### src/sv/prl_pkg.sv
// Package for the per-source rate limiter: table sizes, wave and write structs.
// Used by the core, cell and controller modules of the block.
`default_nettype none
package prl_pkg;
    localparam int SLOTS     = 256;
    localparam int IDX_W     = 8;
    localparam int OCC_W     = 9;
    localparam int CAP_W     = 13;
    localparam int TABLE_CAP = 255;
    localparam int MS_PER_SEC = 1000;
    localparam int THR_W     = 26;

    localparam logic [7:0] REG_LIMIT  = 8'd0;
    localparam logic [7:0] REG_WINDOW = 8'd1;
    localparam logic [7:0] REG_EVICT  = 8'd2;

    // token that walks the chain, one cell per cycle
    typedef struct packed {
        logic             go;
        logic             found;
        logic [IDX_W-1:0] hidx;
        logic [47:0]      hstart;
        logic [15:0]      hcount;
        logic             ffound;
        logic [IDX_W-1:0] fidx;
        logic [OCC_W-1:0] cnt;
        logic             ofound;
        logic [47:0]      ostart;
        logic [IDX_W-1:0] oidx;
    } wave_t;

    // slot write broadcast from the controller
    typedef struct packed {
        logic             en;
        logic             set;
        logic [IDX_W-1:0] idx;
        logic [31:0]      addr;
        logic [47:0]      start;
        logic [15:0]      count;
    } wr_t;
endpackage
`default_nettype wire

### src/sv/prl_cell.sv
// One table slot of the rate limiter chain: holds entry state, updates the wave.
// Depends on prl_pkg.
`default_nettype none
module prl_cell (
    input  wire logic                    aclk,
    input  wire logic                    aresetn,
    input  wire logic [prl_pkg::IDX_W-1:0] my_idx,
    input  wire logic                    sweep_mode,
    input  wire logic [31:0]             key,
    input  wire logic [47:0]             now,
    input  wire logic [prl_pkg::THR_W-1:0] age_thr,
    input  wire prl_pkg::wr_t            wr,
    input  wire prl_pkg::wave_t          w_in,
    output prl_pkg::wave_t               w_out
);
    logic        valid_reg, valid_next;
    logic [31:0] addr_reg;
    logic [47:0] start_reg;
    logic [15:0] count_reg;
    logic [47:0] elapsed;
    logic        too_old;
    logic        wr_hit;
    prl_pkg::wave_t wave_next;

    assign elapsed = (now >= start_reg) ? (now - start_reg) : 48'd0;
    // floor(elapsed/1000) > age  <=>  elapsed > age*1000+999
    assign too_old = elapsed > {22'd0, age_thr};
    assign wr_hit  = wr.en && (wr.idx == my_idx);

    always_comb begin
        wave_next  = w_in;
        valid_next = valid_reg;
        if (wr_hit) begin
            valid_next = wr.set;
        end
        if (w_in.go) begin
            if (!sweep_mode) begin
                if (valid_reg && addr_reg == key && !w_in.found) begin
                    wave_next.found  = 1'b1;
                    wave_next.hidx   = my_idx;
                    wave_next.hstart = start_reg;
                    wave_next.hcount = count_reg;
                end
                if (!valid_reg && !w_in.ffound) begin
                    wave_next.ffound = 1'b1;
                    wave_next.fidx   = my_idx;
                end
            end else if (valid_reg) begin
                if (too_old) begin
                    valid_next = 1'b0;
                end else begin
                    wave_next.cnt = w_in.cnt + 1'b1;
                    if (!w_in.ofound || start_reg < w_in.ostart) begin
                        wave_next.ofound = 1'b1;
                        wave_next.ostart = start_reg;
                        wave_next.oidx   = my_idx;
                    end
                end
            end
        end
    end

    always_ff @(posedge aclk) begin
        if (!aresetn) begin
            valid_reg <= 1'b0;
            w_out     <= '0;
        end else begin
            valid_reg <= valid_next;
            w_out     <= wave_next;
        end
        if (wr_hit && wr.set) begin
            addr_reg  <= wr.addr;
            start_reg <= wr.start;
            count_reg <= wr.count;
        end
    end
endmodule
`default_nettype wire

### config.mk
export PLATFORM = sky130hd
export DESIGN_NAME = prl_cell
export DESIGN_NICKNAME = d
export VERILOG_FILES = /design/src/sv/prl_pkg.sv /design/src/sv/prl_cell.sv
export SDC_FILE = /design/constraint.sdc
export NUM_CORES = 1
export LEC_CHECK = 0
export ABC_AREA = 1
export BUFFER_PORTS_ARGS = -buffer_cell sky130_fd_sc_hd__clkbuf_2
export CORE_MARGIN = 2
export CORE_UTILIZATION = 30
export DETAILED_ROUTE_END_ITERATION = 6
export PLACE_DENSITY_LB_ADDON = 0.1
export SLEW_MARGIN = 20
export SYNTH_ARGS = -nofsm -noshare
export SYNTH_HDL_FRONTEND = slang
export SYNTH_SLANG_ARGS = --single-unit
### constraint.sdc
create_clock -name aclk -period 15.18 [get_ports aclk]
set_input_delay 0 -clock aclk [delete_from_list [all_inputs] [get_ports aclk]]
set_output_delay 0 -clock aclk [all_outputs]
set_load 0.05 [all_outputs]
== Word level (Yosys, flattened, before mapping) ==
Cells that the tools add are included.
Storage, ports and cells
  register bits: 246
  bits of input ports: 372
  output and inout bits: 149
  logic and storage cells: 46
Cells by class
  $add $sub $neg: 2
  magnitude comparators: 3
  eq/ne operators: 2
  mux-type cells: 14
  reductions and logical operators: 10
Operator list (count)
  $mux W66: 3
  $mux W148: 1
  $mux W82: 1
  $mux W73: 1
  $mux W57: 1
  $ge A48 B48 Y1: 1
  $gt A48 B26 Y1: 1
  $lt A48 B48 Y1: 1
  $mux W48: 1
  $sub A48 B48 Y48: 1
  $eq A32 B32 Y1: 1
  $add A9 B1 Y9 const B: 1
  $mux W9: 1
  $eq A8 B8 Y1: 1
  $logic_and A1 B1 Y1: 5
  $mux W1: 5
  $logic_not A1 Y1: 4
  $logic_or A1 B1 Y1: 1

== Longest topological paths before layout ==
Gate-level depths: netlist of the first run.
  word-level depth: 7
  depth in mapped cells: 33
  gate-level depth less buffers: 32

== Worst setup path before layout of the first run ==
OpenSTA, ideal clock, no wires.
  kind: input to register
  start point: input port wr[97] (netlist bit)
  end point: register valid_reg
  library setup time: 0.096 ns
  arrival: 8.102 ns
  data required time: 15.084 ns
  path slack: 6.981 ns
  stages: 7
  path buffers: 0
  path through: inv_1 > a22o_1 > a21oi_1 > nand3_1 > nor3b_1 > o21ai_0 > a21oi_1
On the way
  word-level cells in the longest chain between the ends: 7
RTL lines
  start, declared: RTL line prl_cell.sv:12  | input wire prl_pkg::wr_t wr,
  $eq A8 B8 Y1 *: RTL line prl_cell.sv:28  | assign wr_hit = wr.en && (wr.idx == my_idx);
  $logic_and A1 B1 Y1 *: RTL line prl_cell.sv:28
  $mux W1 *: RTL line prl_cell.sv:33  | if (wr_hit) begin
  $mux W1: RTL line prl_cell.sv:49  | if (too_old) begin
  $mux W1: RTL line prl_cell.sv:48  | end else if (valid_reg) begin
  $mux W1: RTL line prl_cell.sv:37  | if (!sweep_mode) begin
  $mux W1 *: RTL line prl_cell.sv:36  | if (w_in.go) begin
  end signal, assigned: RTL line prl_cell.sv:68  | valid_reg <= valid_next;
  end, declared: RTL line prl_cell.sv:16  | logic valid_reg, valid_next;
Every way passes the cells marked *; elsewhere a longest branch is shown, timed or not.
A chain may end at the register's enable or synchronous reset.

== Worst setup path after layout of the first run ==
  start point: register start_reg[0]
  end point: register w_out[2] (netlist bit)
On the way
  word-level cells in the longest chain between the ends: 7
  elaborated cells between the ends (all ways): 11
  classes of those cells: add/sub (1); order compare (3); mux (6); reduce/logical (1)
RTL lines
  start, declared: RTL line prl_cell.sv:18  | logic [47:0] start_reg;
  start signal, assigned: RTL line prl_cell.sv:73  | start_reg <= wr.start;
  $sub A48 B48 Y48, or another cell as far along: RTL line prl_cell.sv:25  | assign elapsed = (now >= start_reg) ? (now - start_reg) : 48'd0;
  $mux W48 / $logic_or A1 B1 Y1 (equally long branches): RTL line prl_cell.sv:25, prl_cell.sv:53
  $gt A48 B26 Y1 / $mux W57 (equally long branches): RTL line prl_cell.sv:27, prl_cell.sv:53
  $mux W66 *: RTL line prl_cell.sv:49
  $mux W66 *: RTL line prl_cell.sv:48
  $mux W66 *: RTL line prl_cell.sv:37
  $mux W148 *: RTL line prl_cell.sv:36
  end signal, assigned: RTL line prl_cell.sv:69  | w_out <= wave_next;
  end, declared: RTL line prl_cell.sv:14  | output prl_pkg::wave_t w_out
Marks and branches as above.

==> results.cfg, run 1 <==
[pwr]
p_seq_share_pct = 40.2
clock_power_share_pct = 37.5
power_uw = 1780
power_switching_uw = 543
powerDensity_mw_per_mm2 = 79.1
power_frac_comb_pct = 22.3
internal_power_uw = 1230
netSwitchingFraction_pct = 30.6
leakage_uw = 0.0124
vdd_drop_max_mv = 0.0781

[finish]
area_growth_pct = 46.5
layout_commonest_cell = nand2_1
drive_gt1_share_pct = 20.1
fill_cells = 5318
final_cell_mix = 609 x nand2_1, 519 x clkbuf_2, 466 x inv_1, 290 x dlygate4sd3_1, 237 x nor2_1
largest_register_ffs = 149
finalNetCount = 3512

[cts]
htree_levels = 1
cts_buffers = 29
clk_pin_slew_ps = 60
clock_path_buffers = 3
clock-root-buffer = clkbuf_16
insertion_delay_ps = 580
cts_tree = built
cts_sinks = 246

[hold_path]
min_path_type = in2reg
min_path_cells = 3
hold_end = w_out[8]
min_from = aresetn

[critical_path]
cp_slowest_stage_delay_ps = 630
critical_path_arrival_ps = 7520
ff2ff_setup_slack_ps = 8110
reg2reg_to = w_out[2]
slowest_stage = buf_6
rr_worst_depth = 32
worstSetupEndpointType = flip-flop
worstSetupPathType = reg2reg
cp_num_buf_inv = 5
crit_family = simple AND/OR/NAND/NOR gates
path_common_cell = nand2_1
crit_fanout = 112
critPathRequiredTime_ps = 15640
rr_startpoint = start_reg[0]
start_kind = flip-flop

[placed_design]
hpwlAfterDp_um = 48100
gp_congestion = 0.922
placement.io_buffers = 520

[detailed_routing]
drt-pass1-iter-count = 5
post-route-drc-count = 0
top_layer_used = met5
wl_met2_um = 28100
dr_wl_met3_um = 3590
first_iter_violations = 778
routedWlPerCell_um = 16.2
wl_met1_um = 26400
route.vias.total = 16600
postRouteAntennaNets = 0
totalWireLength_um = 60200
viasPerCell = 4.46

[timing]
clock_skew_ps = 16.0
slew_headroom_pct = 33.9
fin_crit_ps = 7070
slew_viol_final = 0
clock.fmax_ghz = 0.141
hold_viol = 0
timing.final.crit_share_pct = 46.6
setup_viol = 0
rsz0062_at_grt = false
worst_pin_slew_ps = 991
final.setup.tns_ps = 0

[yosys]
ys_warn_count = 0
syn_area_per_cell_um2 = 6.91
seq_area_frac_synth_pct = 38.4
synthArstFlopShare_pct = 0
syn_inst = 2217
synth.distinct_cells = 46
synth_nets = 2712
yosysTopAreaCell = dfxtp_1
synth_area_leaders = dfxtp_1 20%, edfxtp_1 19%, nand2_1 15%, inv_1 11%, ha_1 10%
synth_edf_count = 96
synthesis.area_mm2 = 0.0153
ys_ff_latch = 246
synth-main-ff-cell = dfxtp_1
synth.top_cell.area_share_pct = 19.6

[global_routing]
grt_first_pass_wirelength_um = 92700
grt_pass1_vias = 16900
grtUsageTotal_pct = 22.3
grt_max_degree = 113
grt_overflow = 0
antenna_found_initial = 5

[run_status]
run_status = completed

[floorplan]
ios = 521
die-area_mm2 = 0.0529
die_x_um = 230
start_util_pct = 30.5
core_mm2 = 0.0503
rows = 82
die_h_um = 230

[flow_run]
cap_violations = 0
==> layer usage <==
metal	track usage (%)	up-vias
li1	-	8501
met1	28.0	7511
met2	38.2	450
met3	4.55	106
met4	6.88	6
met5	0	-
==> power by group through the flow <==
| stage | combinational, µW | sequential, µW | clock (µW) |
|---|---|---|---|
| after floorplan | 132 | 805 | 0 |
| after global placement | 331 | 729 | 0 |
| after detailed placement | 334 | 729 | 0 |
| after CTS | 396 | 715 | 685 |
| after global routing | 434 | 716 | 710 |
| final | 395 | 714 | 666 |
==> worst register-to-register path, delay by kind of cell, from the launching register on <==
family / cells / cell delay [ps]
compound gates: 1 / 240
flops: 1 / 420
buf+inv: 5 / 1890
simple gates: 23 / 3470
fa+ha+maj: 3 / 910
==> worst max-delay path by stage <==
stage / end / cells after the start / slack, ps / start
6_report: w_out[2] / 32 / 8110 / start_reg[0]
5_1_grt: w_out[2] / 32 / 7390 / start_reg[0]
4_1_cts: w_out[2] / 32 / 7840 / start_reg[0]
3_5_place_dp: w_out[39] / 30 / 8890 / start_reg[0]
3_3_place_gp: w_out[30] / 30 / 9060 / start_reg[0]
2_1_floorplan: valid_reg / 7 / 6980 / wr[97]
==> layout make-up <==
type	count	area [µm²]	share of cell area, %
well taps	672	841	3.75
multi-input cells	1450	7470	33.3
clock buffers	36	782	3.49
inverters	475	1780	7.95
repair buffers	815	5550	24.7
diodes	2	5.00	0.0223
flip-flops and latches	246	5890	26.2
clock inverters	18	124	0.552
==> cell families (layout without fill, tap and decap cells) <==
logic type	count (synthesis)	after routing	share of synthesized area [%]
buffers and inverters	521	1344	13.0
other	0	2	0
and+or+nand+nor	1012	1012	27.0
adders and majority gates	123	123	10.1
xor gates and xnor gates	22	22	1.26
DFF	246	246	38.4
AOI/OAI and AO/OA	293	293	10.3
==> what timing repair did <==
| item | CTS | global route |
|---|---|---|
| hold buffers | 290 | 0 |
| buffers inserted | 0 | 0 |
| resized for setup | 0 | 0 |
| setup endpoints to repair | 0 | 0 |
| endpoints found under the hold margin | 246 | 0 |
==> cells in the mapped netlist (all sizes together), types with 21 or more instances <==
library cell,count
a21oi,149
edfxtp,96
inv,473
nor2,241
nand3,78
o21ai,104
nand2,610
clkbuf,35
or2,21
dfxtp,150
ha,122
nand4,21
==> stage by stage <==
step	setup WS [ps]	cell area, µm²	hold slack (ps)	instances	util [%]
3_3_place_gp	9060	18600	177	3368	37.0
5_1_grt	7390	22400	38.1	3713	44.6
6_report	8110	22400	18.7	3714	44.6
2_1_floorplan	6980	15300	93.5	2217	-
3_5_place_dp	8890	18600	179	3368	37.0
4_1_cts	7840	22400	1.84	3712	44.6
Power figures use the tool's default switching activity.
==> run 2: changes to the inputs <==
- ABC_AREA: 1 -> 0
- clock period: 15.18 -> 7.2 ns (I/O delays scaled with it)
==> results.cfg, run 2 <==
[run_status]
run_status = completed

[pwr]
leakage_uw = 0.00985
power_uw = 3790
powerDensity_mw_per_mm2 = 177
vdd_drop_max_mv = 0.168
power_switching_uw = 1080
clock_power_share_pct = 38.9
netSwitchingFraction_pct = 28.6
p_seq_share_pct = 39.8
internal_power_uw = 2700
power_frac_comb_pct = 21.3

[detailed_routing]
first_iter_violations = 746
postRouteAntennaNets = 0
routedWlPerCell_um = 20.0
drt-pass1-iter-count = 4
viasPerCell = 4.82
route.vias.total = 14400
totalWireLength_um = 59600
post-route-drc-count = 0

[yosys]
syn_inst = 1558
syn_area_per_cell_um2 = 9.29
synth.top_cell.area_share_pct = 20.7
ys_ff_latch = 246
yosys-top-cells-count = 219 x nor2_1, 150 x dfxtp_1, 145 x inv_1, 134 x mux2i_1, 122 x ha_1
synth_edf_count = 96
synth.distinct_cells = 72
synth_nets = 2053
synthArstFlopShare_pct = 0
synth.most_common_cell = nor2_1
synth_area_leaders = dfxtp_1 21%, edfxtp_1 20%, ha_1 11%, mux2i_1 9.3%, nor2_1 5.7%
ys_warn_count = 0
seq_area_frac_synth_pct = 40.7
yosysTopAreaCell = dfxtp_1
synth-main-ff-cell = dfxtp_1
synthesis.area_mm2 = 0.0145

[floorplan]
rows = 80
die_x_um = 224
ios = 521
die_h_um = 224
start_util_pct = 30.4
core_mm2 = 0.0476
die-area_mm2 = 0.0500

[cts]
cts_sinks = 246
insertion_delay_ps = 560
cts_buffers = 29
clk_pin_slew_ps = 60
htree_levels = 1
clock-root-buffer = clkbuf_16
cts_tree = built
clock_path_buffers = 3

[timing]
fin_crit_ps = 6750
slew_headroom_pct = 28.7
clock_skew_ps = 13.1
clock.fmax_ghz = 0.148
slew_viol_final = 0
fin_ws_ps = 454
timing.final.crit_share_pct = 93.7
hold_viol = 0
setup_viol = 0
worst_pin_slew_ps = 1060

[flow_run]
cap_violations = 0

[placed_design]
gp_congestion = 0.884
hpwlAfterDp_um = 47700
pre_cts_slack_ps = 745
placedCellCount = 2636
placement.io_buffers = 520

[critical_path]
critPathRequiredTime_ps = 7690
reg2reg_to = w_out[65]
rr_worst_depth = 27
start_kind = flip-flop
worstSetupEndpointType = flip-flop
worstSetupPathType = reg2reg
crit_fanout = 15
ff2ff_setup_slack_ps = 450
critical_path_arrival_ps = 7240
rr_startpoint = start_reg[0]

[global_routing]
grt_overflow = 0
grt_pass1_vias = 15100
grt_first_pass_wirelength_um = 88400
grt_max_degree = 91
antenna_found_initial = 4
grtUsageTotal_pct = 22.9

[finish]
largest_register_ffs = 149
final_cell_mix = 520 x clkbuf_2, 283 x dlygate4sd3_1, 218 x nor2_1, 150 x dfxtp_1, 144 x inv_1
area_growth_pct = 48.2
final_core_util_pct = 45.0
layout_commonest_cell = clkbuf_2
fin_cells = 2982
finalNetCount = 2835
drive_gt1_share_pct = 25.7

[hold_path]
min_path_type = in2reg
hold_end = valid_reg
min_path_cells = 5
min_from = wr[105]
run 2: worst max-delay path by stage:
stage,endpoint,start,cells past startpoint,slack [ps]
floorplan,w_out[15],start_reg[0],26,1520
global placement,w_out[38],start_reg[0],24,1050
detailed placement,w_out[53],start_reg[0],23,750
CTS,w_out[60],start_reg[0],25,30
global route,w_out[60],start_reg[19],25,-60
finish,w_out[65],start_reg[0],27,450
run 2: cell type report:
cell class	count	area, µm²
fill	4708	26200
multi-input combinational	1103	7730
sequential	246	5890
timing repair buffer	815	5560
clock buffer	37	786
tap	615	769
inverter	145	547
clock inverter	17	168
antenna	4	10.0
run 2: logic make-up (layout without fill, tap and decap cells):
family | count (synthesis) | in the layout | synth area share [%]
AND/OR/NAND/NOR | 476 | 477 | 15.1
buffers and inverters | 210 | 1014 | 6.24
multiplexers | 135 | 135 | 9.34
adder cells (fa/ha/maj) | 123 | 123 | 10.7
AO/OA/AOI/OAI | 302 | 302 | 14.0
flip-flops | 246 | 246 | 40.7
XOR/XNOR | 66 | 66 | 3.99
other | 0 | 4 | 0
run 2: per-layer routing:
layer / part of all wire (%) / wire length (µm) / GRT usage [%] / vias up
li1: - / - / - / 7086
met1: 41 / 24300 / 27.2 / 6826
met2: 52 / 30700 / 42.2 / 398
met3: 5.4 / 3190 / 4.28 / 73
met4: 2.4 / 1410 / 6.30 / 0
met5: 0 / 0 / 0 / -
run 2: timing repair:
item,CTS,global route
resized for setup,0,6
hold buffers,283,0
endpoints found under the setup margin,0,14
buffers inserted,0,3
hold endpoints to repair,246,0
run 2: through the flow:
stage                     TNS [ps]  area (µm²)  hold WS (ps)
after floorplan                  0       14500          98.9
after global placement           0       17600           177
after detailed placement         0       17600           179
after CTS                        0       21400          4.45
after global routing         -60.4       21500          75.8
final                            0       21500          18.5
run 2: power groups by stage:
stage | combinational [µW] | clock [µW] | sequential [µW]
4_1_cts | 804 | 1510 | 1510
2_1_floorplan | 258 | 0 | 1690
3_3_place_gp | 672 | 0 | 1540
3_5_place_dp | 674 | 0 | 1540
5_1_grt | 873 | 1560 | 1510
6_report | 808 | 1470 | 1510
run 2: worst max-delay path: stages, from the launching register on:
cell           delay [ps]
edfxtp_1              490
ha_1                  240
inv_1                  60
fa_1                  420
nand3_1               150
nand2_2               100
a221oi_4              420
o211ai_1              130
a21oi_1               180
o21bai_1              120
a211oi_4              320
or2_4                 200
buf_4                 160
nor2_1                 60
ha_1                  290
o21a_1                210
o221a_2               270
nor2_1                 80
o21ai_0               110
a22oi_1               220
a31oi_1               180
or4_1                 550
o21ai_2               150
buf_6                 200
nand3b_1               80
dlygate4sd3_1         550
a21oi_1               150
dlygate4sd3_1         570
