### src/sv/prl_pkg.sv
// Package for the per-source rate limiter: table sizes, wave and write structs.
// Used by the core, cell and controller modules of the block.
`default_nettype none
package prl_pkg;
    localparam int SLOTS     = 256;
    localparam int IDX_W     = 8;
    localparam int OCC_W     = 9;
    localparam int CAP_W     = 13;
    localparam int TABLE_CAP = 255;
    localparam int MS_PER_SEC = 1000;
    localparam int THR_W     = 26;

    localparam logic [7:0] REG_LIMIT  = 8'd0;
    localparam logic [7:0] REG_WINDOW = 8'd1;
    localparam logic [7:0] REG_EVICT  = 8'd2;

    // token that walks the chain, one cell per cycle
    typedef struct packed {
        logic             go;
        logic             found;
        logic [IDX_W-1:0] hidx;
        logic [47:0]      hstart;
        logic [15:0]      hcount;
        logic             ffound;
        logic [IDX_W-1:0] fidx;
        logic [OCC_W-1:0] cnt;
        logic             ofound;
        logic [47:0]      ostart;
        logic [IDX_W-1:0] oidx;
    } wave_t;

    // slot write broadcast from the controller
    typedef struct packed {
        logic             en;
        logic             set;
        logic [IDX_W-1:0] idx;
        logic [31:0]      addr;
        logic [47:0]      start;
        logic [15:0]      count;
    } wr_t;
endpackage
`default_nettype wire

### src/sv/prl_ctrl.sv
// Controller of the rate limiter: handshakes, config registers, wave launch,
// slot update and result register. Depends on prl_pkg.
`default_nettype none
module prl_ctrl (
    input  wire logic                    aclk,
    input  wire logic                    aresetn,
    input  wire logic                    s_tvalid,
    output logic                         s_tready,
    input  wire logic [79:0]             s_tdata,
    input  wire logic                    s_tuser,
    output logic                         m_tvalid,
    input  wire logic                    m_tready,
    output logic [15:0]                  m_tdata,
    input  wire logic                    cfg_valid,
    output logic                         cfg_ready,
    input  wire logic [7:0]              cfg_index,
    input  wire logic [15:0]             cfg_data,
    output prl_pkg::wave_t               w_head,
    input  wire prl_pkg::wave_t          w_tail,
    output logic                         sweep_mode,
    output logic [31:0]                  key,
    output logic [47:0]                  now,
    output logic [prl_pkg::THR_W-1:0]    age_thr,
    output prl_pkg::wr_t                 wr
);
    typedef enum logic [4:0] {
        ST_IDLE  = 5'b00001,
        ST_LOOK  = 5'b00010,
        ST_UPD   = 5'b00100,
        ST_SWEEP = 5'b01000,
        ST_OUT   = 5'b10000
    } state_t;

    state_t state_reg, state_next;
    logic [15:0] limit_reg, window_reg, evict_reg;
    logic        kind_reg;
    logic [31:0] key_reg;
    logic [47:0] now_reg;
    logic [prl_pkg::THR_W-1:0] thr_reg;
    logic        inj_reg, inj_next;
    logic        mode_reg, mode_next;
    logic [prl_pkg::OCC_W-1:0] occ_reg, occ_next;
    logic        allowed_reg, allowed_next, fo_reg, fo_next;
    logic        mv_reg;
    logic [15:0] md_reg;
    logic        s_acc;
    // lookup token as it left the last cell
    prl_pkg::wave_t tail_reg;

    logic [prl_pkg::IDX_W-1:0] tidx;
    logic [47:0] bstart, nstart, el;
    logic [15:0] bcount, ncount;
    logic [16:0] lim1;

    assign s_tready  = (state_reg == ST_IDLE);
    assign s_acc     = s_tvalid && s_tready;
    assign cfg_ready = 1'b1;
    assign sweep_mode = mode_reg;
    assign key     = key_reg;
    assign now     = now_reg;
    assign age_thr = thr_reg;
    assign m_tvalid = mv_reg;
    assign m_tdata  = md_reg;

    always_comb begin
        w_head    = '0;
        w_head.go = inj_reg;
    end

    always_comb begin
        tidx   = tail_reg.found ? tail_reg.hidx : tail_reg.fidx;
        bstart = tail_reg.found ? tail_reg.hstart : 48'd0;
        bcount = tail_reg.found ? tail_reg.hcount : 16'd0;
        el     = (now_reg >= bstart) ? (now_reg - bstart) : 48'd0;
        nstart = bstart;
        ncount = bcount;
        if (el >= {32'd0, window_reg}) begin
            nstart = now_reg;
            ncount = 16'd0;
        end
        if (ncount != 16'hFFFF) begin
            ncount = ncount + 16'd1;
        end
        lim1 = {1'b0, limit_reg} + 17'd1;
    end

    always_comb begin
        state_next   = state_reg;
        inj_next     = 1'b0;
        mode_next    = mode_reg;
        occ_next     = occ_reg;
        allowed_next = allowed_reg;
        fo_next      = fo_reg;
        wr           = '0;
        unique case (state_reg)
            ST_IDLE: begin
                if (s_acc) begin
                    inj_next     = 1'b1;
                    mode_next    = 1'b0;
                    allowed_next = 1'b0;
                    fo_next      = 1'b0;
                    state_next   = ST_LOOK;
                end
            end
            ST_LOOK: begin
                if (w_tail.go) begin
                    state_next = ST_UPD;
                end
            end
            ST_UPD: begin
                state_next = ST_OUT;
                if (kind_reg) begin
                    if (tail_reg.found) begin
                        wr.en    = 1'b1;
                        wr.idx   = tail_reg.hidx;
                        occ_next = occ_reg - 1'b1;
                    end
                end else if (tail_reg.found || tail_reg.ffound) begin
                    wr.en    = 1'b1;
                    wr.set   = 1'b1;
                    wr.idx   = tidx;
                    wr.addr  = key_reg;
                    wr.start = nstart;
                    wr.count = ncount;
                    if (!tail_reg.found) begin
                        occ_next = occ_reg + 1'b1;
                    end
                    if ({1'b0, ncount} > {1'b0, limit_reg}) begin
                        fo_next = ({1'b0, ncount} == lim1);
                    end else begin
                        allowed_next = 1'b1;
                        if ({{(prl_pkg::CAP_W-prl_pkg::OCC_W){1'b0}}, occ_next} >
                            prl_pkg::CAP_W'(prl_pkg::TABLE_CAP)) begin
                            inj_next   = 1'b1;
                            mode_next  = 1'b1;
                            state_next = ST_SWEEP;
                        end
                    end
                end
            end
            ST_SWEEP: begin
                if (w_tail.go) begin
                    occ_next   = w_tail.cnt;
                    state_next = ST_OUT;
                    if ({{(prl_pkg::CAP_W-prl_pkg::OCC_W){1'b0}}, w_tail.cnt} >
                        prl_pkg::CAP_W'(prl_pkg::TABLE_CAP) && w_tail.ofound) begin
                        wr.en    = 1'b1;
                        wr.idx   = w_tail.oidx;
                        occ_next = w_tail.cnt - 1'b1;
                    end
                end
            end
            ST_OUT: begin
                if (!mv_reg || m_tready) begin
                    state_next = ST_IDLE;
                end
            end
            default: state_next = ST_IDLE;
        endcase
    end

    always_ff @(posedge aclk) begin
        if (!aresetn) begin
            state_reg   <= ST_IDLE;
            inj_reg     <= 1'b0;
            mode_reg    <= 1'b0;
            occ_reg     <= '0;
            allowed_reg <= 1'b0;
            fo_reg      <= 1'b0;
            mv_reg      <= 1'b0;
            limit_reg   <= 16'd100;
            window_reg  <= 16'd1000;
            evict_reg   <= 16'd60;
        end else begin
            state_reg   <= state_next;
            inj_reg     <= inj_next;
            mode_reg    <= mode_next;
            occ_reg     <= occ_next;
            allowed_reg <= allowed_next;
            fo_reg      <= fo_next;
            if (state_reg == ST_OUT && (!mv_reg || m_tready)) begin
                mv_reg <= 1'b1;
            end else if (m_tready) begin
                mv_reg <= 1'b0;
            end
            if (cfg_valid) begin
                unique case (cfg_index)
                    prl_pkg::REG_LIMIT:  limit_reg  <= cfg_data;
                    prl_pkg::REG_WINDOW: window_reg <= cfg_data;
                    prl_pkg::REG_EVICT:  evict_reg  <= cfg_data;
                    default: ;
                endcase
            end
        end
        if (state_reg == ST_LOOK && w_tail.go) begin
            tail_reg <= w_tail;
        end
        if (s_acc) begin
            kind_reg <= s_tuser;
            key_reg  <= s_tdata[31:0];
            now_reg  <= s_tdata[79:32];
            thr_reg  <= prl_pkg::THR_W'(evict_reg) * prl_pkg::THR_W'(1000) +
                        prl_pkg::THR_W'(999);
        end
        if (state_reg == ST_OUT && (!mv_reg || m_tready)) begin
            md_reg <= {5'd0, occ_reg, fo_reg, allowed_reg};
        end
    end
endmodule
`default_nettype wire

### config.mk
export PLATFORM = sky130hd
export DESIGN_NAME = prl_ctrl
export DESIGN_NICKNAME = d
export VERILOG_FILES = /design/src/sv/prl_pkg.sv /design/src/sv/prl_ctrl.sv
export SDC_FILE = /design/constraint.sdc
export NUM_CORES = 1
export LEC_CHECK = 0
export BUFFER_PORTS_ARGS = -buffer_cell sky130_fd_sc_hd__buf_2
export CAP_MARGIN = 20
export CORE_AREA = 2 2 246 248
export CTS_CLUSTER_SIZE = 16
export DETAILED_ROUTE_END_ITERATION = 7
export DIE_AREA = 0 0 248 250
export SLEW_MARGIN = 15
export SYNTH_ARGS = -nofsm -noshare
export SYNTH_HDL_FRONTEND = slang
export SYNTH_SLANG_ARGS = --single-unit
### constraint.sdc
create_clock -name aclk -period 27.2 [get_ports aclk]
set_clock_uncertainty 0.2 [all_clocks]
set_input_delay 4.08 -clock aclk [delete_from_list [all_inputs] [get_ports aclk]]
set_output_delay 4.08 -clock aclk [all_outputs]
set_load 0.02 [all_outputs]
# After elaboration in Yosys (flattened, before gate mapping)
# Index checks and enable logic that the tools add are counted.
# word_totals
ramBits	0
inputBits	259
register_bits	267
out_inout_bits	381
romBits	0
latchBits	0
word_cells	136
mem_count	0
# classes
add_sub_neg	7
muxes	63
eq_ne	20
mul	1
div	0
n_shift	0
n_reduce_logical	19
bitwise	0
order_cmp	5
# ops
cell	n
96-bit 2-to-1 mux	2
48-bit 2-to-1 mux	3
106-bit 2-to-1 mux	1
9-bit 2-to-1 mux	9
48-bit by 16-bit >= comparator with 1-bit output	1
48-bit >= comparator	1
16-bit 2-to-1 mux	3
48-bit subtractor	1
5-bit 2-to-1 mux	8
8-bit 2-to-1 mux	5
26-bit by 10-bit adder with 26-bit output (second input constant)	1
5-bit case mux with 5 select lines	1
1-bit 2-to-1 mux	24
16-bit by 7-bit multiplier with 23-bit output (second input constant)	1
9-bit by 8-bit greater-than comparator with 1-bit output (second input constant)	2
9-bit case mux with 2 select lines	1
9-bit by 1-bit subtractor with 9-bit output (second input constant)	2
16-bit by 1-bit adder with 17-bit output (second input constant)	1
16-bit by 17-bit == test with 1-bit output	1
16-bit by 1-bit adder with 16-bit output (second input constant)	1
16-bit greater-than comparator	1
16-bit != test (second input constant)	1
8-bit case mux with 2 select lines	1
2-bit != test (second input constant)	7
20 further kinds	36

# Logic depth before layout (Yosys ltp)
# Gate-level depths: netlist (run 1).
# logic_depth
ltp_word	12
depth_mapped	57

# Worst setup path after synthesis (run 1)
# OpenSTA, ideal clock, no wires.
# synth_path
path_kind	reg2out
start	register tail_reg[147] (netlist name)
end	output wr[8] (netlist name)
arrival_time_ns	9.226
stages_incl_launch_ff	43
required_ns	22.920
n_path_buf	7
slack_ns	13.694
path_cell_list	edfxtp_1 clkbuf_1 clkbuf_1 clkbuf_1 nand2_1 fa_1 a21o_1 a21o_1 a221oi_4 o221ai_4 nor2_1 nor2_1 o2111ai_1 a31oi_1 a211oi_1 clkbuf_1 nor2_1 ha_1 (+7 left out) or4_1 or4_1 o2bb2a_4 or2_1 buf_6 clkbuf_1 nor2_1 ha_1 and3_1 nand2_1 nor2_1 and2_1 nand2b_1 clkbuf_1 nand4_1 nor2_1 xnor2_1 nor2_1
# synth_rtl
element	line	source
from (decl)	prl_ctrl.sv:48	prl_pkg::wave_t tail_reg;
from (signal assigned)	prl_ctrl.sv:196	tail_reg <= w_tail;
to (decl)	prl_ctrl.sv:24	output prl_pkg::wr_t wr

==> flow_summary.json, run 1 <==
{
  "outcome": "complete, no violations",
  "largest_reg_flops": 82,
  "max-slew-margin-rel_pct": 33.4,
  "synth.cell_area_sq_um": 19400,
  "worstSetupPathType": "flip-flop to output port",
  "reg2reg_slack_ns": 14.08,
  "critPathTopFamily": "simple AND/OR/NAND/NOR gates",
  "gp_congestion": 0.927,
  "timing.final.crit_share_pct": 58.2,
  "post-layout-total-power_mw": 1.10,
  "vias_in_the_first_global_route": 16081,
  "yosys_cell_types": 85,
  "synth-edff-count": 197,
  "crit_path_top_delay_cell": "a211oi_4",
  "layout_common_cells": "434 x buf_2, 256 x nor2_1, 212 x nand2_1, 197 x edfxtp_1, 172 x a21oi_1",
  "setup_viol_count_final": 0,
  "rr_endpoint": "fo_reg",
  "multi_input_area_sq_um": 10800,
  "cap_viol_max_count": 0,
  "cp_max_fo": 61,
  "maxSlewViolCount": 0,
  "drcViolationCount": 0,
  "yosysSeqAreaShare_pct": 37.4,
  "clk_pin_slew_worst_paths_ns": 0.06,
  "cts_inserted_buffers": 30,
  "synth.yosys.warnings": 0,
  "route.final.wire_length_um": 59300,
  "worst_pin_slew_ns": 0.995,
  "die_width_um": 248,
  "critPathCaptureType": "output port",
  "cts_resized": 0,
  "timing.critical_path.slowest_cell_delay_ns": 0.61,
  "grt_antenna_before_repair": 7,
  "globalRouteTotalUtil_pct": 18.3,
  "postSynthRegisterBits": 264,
  "layout_commonest_cell": "buf_2",
  "cp_num_buf_inv": 2,
  "timing.final.hold_violations": 0,
  "area.sequential_sq_um": 7260,
  "placed_cell_area_sq_um": 21700,
  "global_route_wire_length_before_repair_um": 89600,
  "clkLatencyLatePin_ns": 0.61,
  "grt_setup_unrepaired": "no",
  "die_h_um": 250,
  "drive_gt1_share_pct": 21.2,
  "p_leak_nw": 9.99,
  "worst_hold_path_type": "flip-flop to flip-flop",
  "achievable-frequency_mhz": 63.2,
  "synthArstFlopShare_pct": 0,
  "synthFlopType": "edfxtp_1",
  "critical_path_required_ns": 22.92,
  "cts_post_setup_buffers_inserted": 0,
  "fp-row-count": 90,
  "regToRegStartpoint": "tail_reg[147]",
  "fin_ws_ns": 11.38,
  "drt_first_pass_iters": 5,
  "grt.overflow.total": 0,
  "postSynthCellCount": 2105,
  "startpoint_class_of_the_critical_path": "flip-flop",
  "syn_to_final_growth_pct": 17.0,
  "rr_worst_depth": 50,
  "fin_hold_ws_ns": 0.262,
  "initial_utilization_pct": 32.5,
  "wire_per_inst_um": 17.9,
  "powerDensity_nw_per_um2": 48.5,
  "buffer_ports.inserted": 434,
  "worst_path_most_repeated_cell": "nor2_1",
  "cts_tree": "done",
  "detail-route-antenna-nets": 0,
  "ir_drop_mv": 0.0483,
  "ctsHtreeMaxLevel": 1,
  "min_delay_path_depth": 0,
  "setup_tns_ns": 0,
  "floorplan.core_area_sq_um": 59600,
  "finalCriticalPeriod_ns": 15.82,
  "detailed_place_hpwl_um": 47600,
  "sink_count_of_the_clock_tree": 264,
  "num-fill-cells": 5959,
  "die_area_sq_um": 62000,
  "io-pin-count": 640,
  "maximum_number_of_pins_on_one_net_before_global_route_repair": 72,
  "avgSynthCellArea_sq_um": 9.21,
  "crit_arrival_ns": 11.54,
  "vias_per_cell": 4.98,
  "final_nets": 2947,
  "routed-via-count": 16448,
  "cts_max_path_buffers": 3,
  "post_cts_hold_buffer_count": 0,
  "root_buffer": "clkbuf_16",
  "hp-start": "allowed_reg",
  "hold-path-endpoint": "m_tdata[0]",
  "first_iter_violations": 886,
  "minimum_setup_slack_after_placement_ns": 11.63,
  "final_area_sq_um": 22700
}
-- synth_stat cells, drive strengths merged (45+ instances only) --
master,number,area (sq um)
nand2,214,806
fa,55,1100
o21ai,71,355
nand4,45,288
buf,174,1280
a21oi,172,861
edfxtp,197,5920
clkbuf,69,259
dfxtp,67,1340
xnor2,64,561
inv,97,364
nor2,257,965
and3,48,300
ha,139,1740
-- layer usage --
layer	up-vias	global-route usage [%]	wire, um
met5	-	0	11
met4	2	6.33	1950
met3	110	3.18	3330
met2	550	31.7	29000
met1	7851	22.8	25000
li1	7935	-	-
-- metrics by stage --
step                utilization, %  std cells
floorplan                        -       2260
global placement              36.4       3243
detailed placement            36.4       3243
CTS                           38.0       3298
global route                  38.0       3301
finish                        38.1       3306
-- cells by family after synthesis --
group / Yosys count / share of synthesized area, %
compound gates: 423 / 13.9
xor+xnor: 104 / 4.70
buf+inv: 340 / 9.80
other cells: 2 / 0.0387
mux: 23 / 1.20
flops: 264 / 37.4
fa+ha+maj: 194 / 14.7
simple gates: 755 / 18.3
-- power breakdown --
part / internal (mW) / switching [mW] / leakage [nW]
sequential: 0.454 / 0.0122 / 2.34
combinational: 0.0771 / 0.161 / 7.19
clock: 0.222 / 0.174 / 0.463
total: 0.753 / 0.347 / 9.99
-- area by class of cell --
cell class	count	area share (%)
well taps	782	4.31
diodes	7	0.0772
flip-flops and latches	264	32.0
clock buffers	34	3.38
clock inverters	21	0.839
inverters	97	1.62
repair buffers	445	9.96
multi-input cells	1656	47.8
-- worst max path at each step --
stage                             start  endpoint  cells past startpoint  slack [ns]
after floorplan           tail_reg[147]     wr[8]                     42       13.69
after global placement    tail_reg[147]     wr[8]                     36       11.87
after detailed placement  tail_reg[147]     wr[8]                     37       11.63
after CTS                 tail_reg[147]     wr[8]                     37       10.99
after global routing      tail_reg[147]     wr[8]                     37       10.49
final                     tail_reg[147]     wr[8]                     37       11.38
(Power assumes the default switching activity.)
==> run 2, diff against run 1 <==
Settings changed: CORE_AREA 2 2 246 248 to 2 2 248 250, DIE_AREA 0 0 248 250 to 0 0 250 252.
Clock period 27.2 ns to 14.6 ns, I/O delays scaled along.
==> run 2 against run 1 <==
  * Global-route usage is 0.44 points lower
  * Critical path type unchanged
  * Final area up 0.40%
  * Setup slack got worse by 10 ns
  * First-iteration DRC count grew 3.6%
  * Non-clock buffer count up 2
==> flow_summary.json, run 2 (synthesis results as in run 1) <==
{
  "maxSlewViolCount": 0,
  "dp.cells": 3242,
  "setup_tns_ns": 0,
  "wire_per_inst_um": 17.8,
  "fin_hold_ws_ns": 0.258,
  "switching_share_pct": 31.2,
  "outcome": "complete, no violations",
  "fp-row-count": 90,
  "cts_max_path_buffers": 3,
  "clock_power_share_pct": 37.5,
  "post_cts_hold_buffer_count": 0,
  "critPathCaptureType": "output port",
  "die_h_um": 252,
  "placed_cell_area_sq_um": 21700,
  "minimum_setup_slack_after_placement_ns": 1.42,
  "net_load_switching_power_uw": 653,
  "rr_endpoint": "fo_reg",
  "drive_gt1_share_pct": 21.5,
  "rr_worst_depth": 50,
  "final_area_sq_um": 22800,
  "routed-via-count": 16410,
  "achievable-frequency_mhz": 74.7,
  "combPwrFrac_pct": 21.1,
  "max-slew-margin-rel_pct": 25.8,
  "worstSetupPathType": "flip-flop to output port",
  "detailed_place_hpwl_um": 47300,
  "cap_viol_max_count": 0,
  "detail-route-antenna-nets": 0,
  "fin_ws_ns": 1.22,
  "layout_common_cells": "435 x buf_2, 256 x nor2_1, 212 x nand2_1, 197 x edfxtp_1, 172 x a21oi_1",
  "cts_post_setup_buffers_inserted": 0,
  "grt_antenna_before_repair": 8,
  "largest_reg_flops": 82,
  "sink_count_of_the_clock_tree": 264,
  "worst_hold_path_type": "flip-flop to flip-flop",
  "cts_resized": 0,
  "floorplan.core_area_sq_um": 60100,
  "vias_in_the_first_global_route": 15832,
  "globalRouteTotalUtil_pct": 17.9,
  "buffer_ports.inserted": 434,
  "initial_utilization_pct": 32.2,
  "clkLatencyLatePin_ns": 0.59,
  "worst_pin_slew_ns": 1.11,
  "drt_first_pass_iters": 5,
  "cts_tree": "done",
  "global_route_wire_length_before_repair_um": 89300,
  "grt_setup_unrepaired": "no",
  "vias_per_cell": 4.96,
  "timing.final.hold_violations": 0,
  "die_area_sq_um": 63000,
  "cp_max_fo": 61,
  "crit_path_top_delay_cell": "or4_1",
  "cts_inserted_buffers": 31,
  "reg2reg_slack_ns": 2.06,
  "regToRegStartpoint": "tail_reg[147]",
  "setup_viol_count_final": 0,
  "final_nets": 2950,
  "p_int_mw": 1.44,
  "ctsHtreeMaxLevel": 1,
  "grt.overflow.total": 0,
  "root_buffer": "clkbuf_16",
  "die_width_um": 250,
  "first_iter_violations": 918,
  "fin_cells": 3307,
  "crit_arrival_ns": 10.99,
  "drcViolationCount": 0,
  "gp_congestion": 0.911,
  "min_delay_path_depth": 2,
  "ir_drop_mv": 0.0899,
  "powerDensity_nw_per_um2": 92.1,
  "syn_to_final_growth_pct": 17.4,
  "route.final.wire_length_um": 58800,
  "startpoint_class_of_the_critical_path": "flip-flop",
  "clk_pin_slew_worst_paths_ns": 0.06,
  "hold-path-endpoint": "window_reg[2]",
  "critical_path_required_ns": 12.21,
  "io-pin-count": 640,
  "layout_commonest_cell": "buf_2",
  "worst_path_most_repeated_cell": "nor2_1",
  "timing.final.crit_share_pct": 91.6,
  "hp-start": "window_reg[2]",
  "num-fill-cells": 6060,
  "p_leak_nw": 10.1,
  "finalCriticalPeriod_ns": 13.38,
  "timing.critical_path.slowest_cell_delay_ns": 0.57,
  "p_seq_share_pct": 41.4,
  "maximum_number_of_pins_on_one_net_before_global_route_repair": 86
}
## run 2: final cells by class
type | count | area [sq um] | area share (%)
antenna | 3 | 7.51 | 0.0330
clock buffer | 38 | 857 | 3.76
clock inverter | 20 | 183 | 0.802
inverter | 97 | 367 | 1.61
multi-input combinational | 1656 | 10800 | 47.6
sequential | 264 | 7260 | 31.9
tap | 782 | 978 | 4.30
timing repair buffer | 447 | 2290 | 10.0
## run 2: through the flow
step,power (mW),utilization [%]
after floorplan,1.22,-
after CTS,2.13,37.8
after detailed placement,1.33,36.1
final,2.10,37.9
after global routing,2.20,37.8
after global placement,1.32,36.1
## run 2: how the worst max path moves through the flow
stage	from	slack [ns]	endpoint	depth (start not counted)
global route	tail_reg[147]	0.25	wr[8]	37
CTS	tail_reg[147]	0.76	wr[8]	37
detailed placement	tail_reg[147]	1.42	wr[8]	36
floorplan	tail_reg[147]	2.98	wr[8]	42
finish	tail_reg[147]	1.22	wr[6]	36
global placement	tail_reg[147]	1.62	wr[8]	37
## run 2: power groups by stage
stage / Combinational (mW) / Sequential (mW) / Clock, mW
after floorplan: 0.308 / 0.909 / 0
after global placement: 0.437 / 0.884 / 0
after detailed placement: 0.441 / 0.885 / 0
after CTS: 0.443 / 0.869 / 0.814
after global routing: 0.486 / 0.872 / 0.841
final: 0.442 / 0.868 / 0.787
## run 2: routing by layer
layer	wire length, um	global-route usage (%)
met1	24800	22.3
met3	3200	3.00
met5	58	0
met4	1620	5.24
met2	29100	31.7
## run 2: worst max-delay path: cells and delay by family (launching register included)
family	cells	cell delay [ns]
flip-flops	1	0.40
AO/OA/AOI/OAI	12	3.69
buffers and inverters	3	0.75
adder cells (fa/ha/maj)	3	0.96
AND/OR/NAND/NOR	17	4.02
XOR/XNOR	1	0.54
==> run 3, diff against run 2 <==
Settings changed: PLACE_DENSITY set to 0.66.
==> run 3 against run 2 <==
  * Sequential power hardly changed
  * Global-route usage is 0.071 points higher
  * Critical path depth is 2 higher
  * Core utilization is 0.15 points higher
  * Cell count hardly changed
  * Final area is 0.41% higher
  * Via count is 0.24% lower
  * Setup slack worse by 0.088 ns
==> flow_summary.json, run 3 (synthesis results as in run 1) <==
{
  "final_nets": 2952,
  "multi_input_area_sq_um": 10800,
  "vias_per_cell": 4.95,
  "wire_per_inst_um": 17.7,
  "worst_pin_slew_ns": 1.14,
  "clk_pin_slew_worst_paths_ns": 0.06,
  "sink_count_of_the_clock_tree": 264,
  "cts_post_setup_buffers_inserted": 0,
  "critPathCaptureType": "output port",
  "die_area_sq_um": 63000,
  "met1_capacity_usage_during_global_routing_pct": 22.7,
  "io-pin-count": 640,
  "largest_reg_flops": 82,
  "maximum_number_of_pins_on_one_net_before_global_route_repair": 66,
  "worstSetupPathType": "flip-flop to output port",
  "timing.final.crit_share_pct": 92.2,
  "syn_to_final_growth_pct": 17.9,
  "vias_in_the_first_global_route": 15348,
  "maxSlewViolCount": 0,
  "final_core_utilization_pct": 38.0,
  "cp_max_fo": 49,
  "grt_antenna_before_repair": 9,
  "clkLatencyLatePin_ns": 0.55,
  "fp-row-count": 90,
  "fin_cells": 3308,
  "clock_power_share_pct": 39.9,
  "buffer_ports.inserted": 434,
  "critPathTopFamily": "simple AND/OR/NAND/NOR gates",
  "cp_num_buf_inv": 3,
  "p_leak_nw": 10.1,
  "timing.critical_path.slowest_cell_delay_ns": 0.88,
  "area.sequential_sq_um": 7260,
  "switching_share_pct": 30.8,
  "dp.cells": 3243,
  "post_cts_hold_buffer_count": 0,
  "startpoint_class_of_the_critical_path": "flip-flop",
  "die_width_um": 250,
  "fin_ws_ns": 1.13,
  "achievable-frequency_mhz": 74.3,
  "ctsHtreeMaxLevel": 2,
  "routed-via-count": 16371,
  "p_int_mw": 1.50,
  "post-layout-total-power_mw": 2.17,
  "gp_congestion": 0.923,
  "grt_setup_unrepaired": "no",
  "drcViolationCount": 0,
  "finalCriticalPeriod_ns": 13.47,
  "floorplan.core_area_sq_um": 60100,
  "combPwrFrac_pct": 20.1,
  "layout_common_cells": "434 x buf_2, 256 x nor2_1, 212 x nand2_1, 197 x edfxtp_1, 172 x a21oi_1",
  "first_iter_violations": 1149,
  "grt.overflow.total": 0,
  "worst_path_most_repeated_cell": "nor2_1",
  "crit_arrival_ns": 11.08,
  "cts_resized": 0,
  "root_buffer": "clkbuf_16",
  "globalRouteTotalUtil_pct": 17.9,
  "net_load_switching_power_uw": 670,
  "num-fill-cells": 6118,
  "critical_path_required_ns": 12.21,
  "initial_utilization_pct": 32.2,
  "cts_inserted_buffers": 34,
  "global_route_wire_length_before_repair_um": 88200,
  "worst_hold_path_type": "flip-flop to flip-flop",
  "met3_usage_pct": 3.45,
  "die_h_um": 252,
  "ir_drop_mv": 0.0919,
  "cap_viol_max_count": 0,
  "grt_use_met2_pct": 30.7,
  "cts_max_path_buffers": 3,
  "minimum_setup_slack_after_placement_ns": 1.67,
  "drive_gt1_share_pct": 21.5,
  "timing.final.hold_violations": 0,
  "detail-route-antenna-nets": 0,
  "setup_viol_count_final": 0,
  "crit_path_top_delay_cell": "edfxtp_1",
  "route.final.wire_length_um": 58700,
  "outcome": "complete, no violations",
  "max-slew-margin-rel_pct": 23.7,
  "p_seq_share_pct": 40.0,
  "setup_tns_ns": 0,
  "cts_tree": "done",
  "drt_first_pass_iters": 7,
  "layout_commonest_cell": "buf_2",
  "detailed_place_hpwl_um": 46400,
  "grt_most_used_layer": "met2",
  "powerDensity_nw_per_um2": 95.1
}
==> run 3: power groups by stage <==
| stage | clock network, mW | registers (mW) | logic [mW] |
|---|---|---|---|
| finish | 0.867 | 0.870 | 0.438 |
| detailed placement | 0 | 0.885 | 0.436 |
| floorplan | 0 | 0.909 | 0.308 |
| global placement | 0 | 0.885 | 0.433 |
| CTS | 0.893 | 0.870 | 0.437 |
| global route | 0.914 | 0.873 | 0.483 |
==> run 3: metal layers <==
| metal | up-vias | share of wire [%] |
|---|---|---|
| met5 | - | 0.084 |
| met3 | 101 | 6.4 |
| met4 | 8 | 3.0 |
| li1 | 7952 | - |
| met2 | 595 | 48 |
| met1 | 7715 | 42 |
==> run 3: path summary, 6_finish.rpt <==
path | end | cells past startpoint | startpoint | slack, ns
setup / recovery | wr[8] | 38 | tail_reg[147] | 1.13
hold reg to reg | m_tdata[0] | 0 | allowed_reg | 0.24
setup reg to reg | fo_reg | 51 | tail_reg[147] | 1.91
hold / removal | m_tdata[0] | 0 | allowed_reg | 0.24
==> run 3: per-stage QoR <==
stage / hold slack [ns] / instance area, sq um
after floorplan: 0.208 / 20000
after global placement: 0.237 / 21700
after detailed placement: 0.229 / 21700
after CTS: 0.243 / 22800
after global routing: 0.273 / 22900
final: 0.239 / 22900
==> run 3: cell type report <==
class / count / area share, %
multi-input cells: 1656 / 47.4
flip-flops and latches: 264 / 31.7
repair buffers: 446 / 9.91
clock buffers: 44 / 4.30
well taps: 782 / 4.28
inverters: 97 / 1.60
clock inverters: 18 / 0.723
diodes: 1 / 0.0109
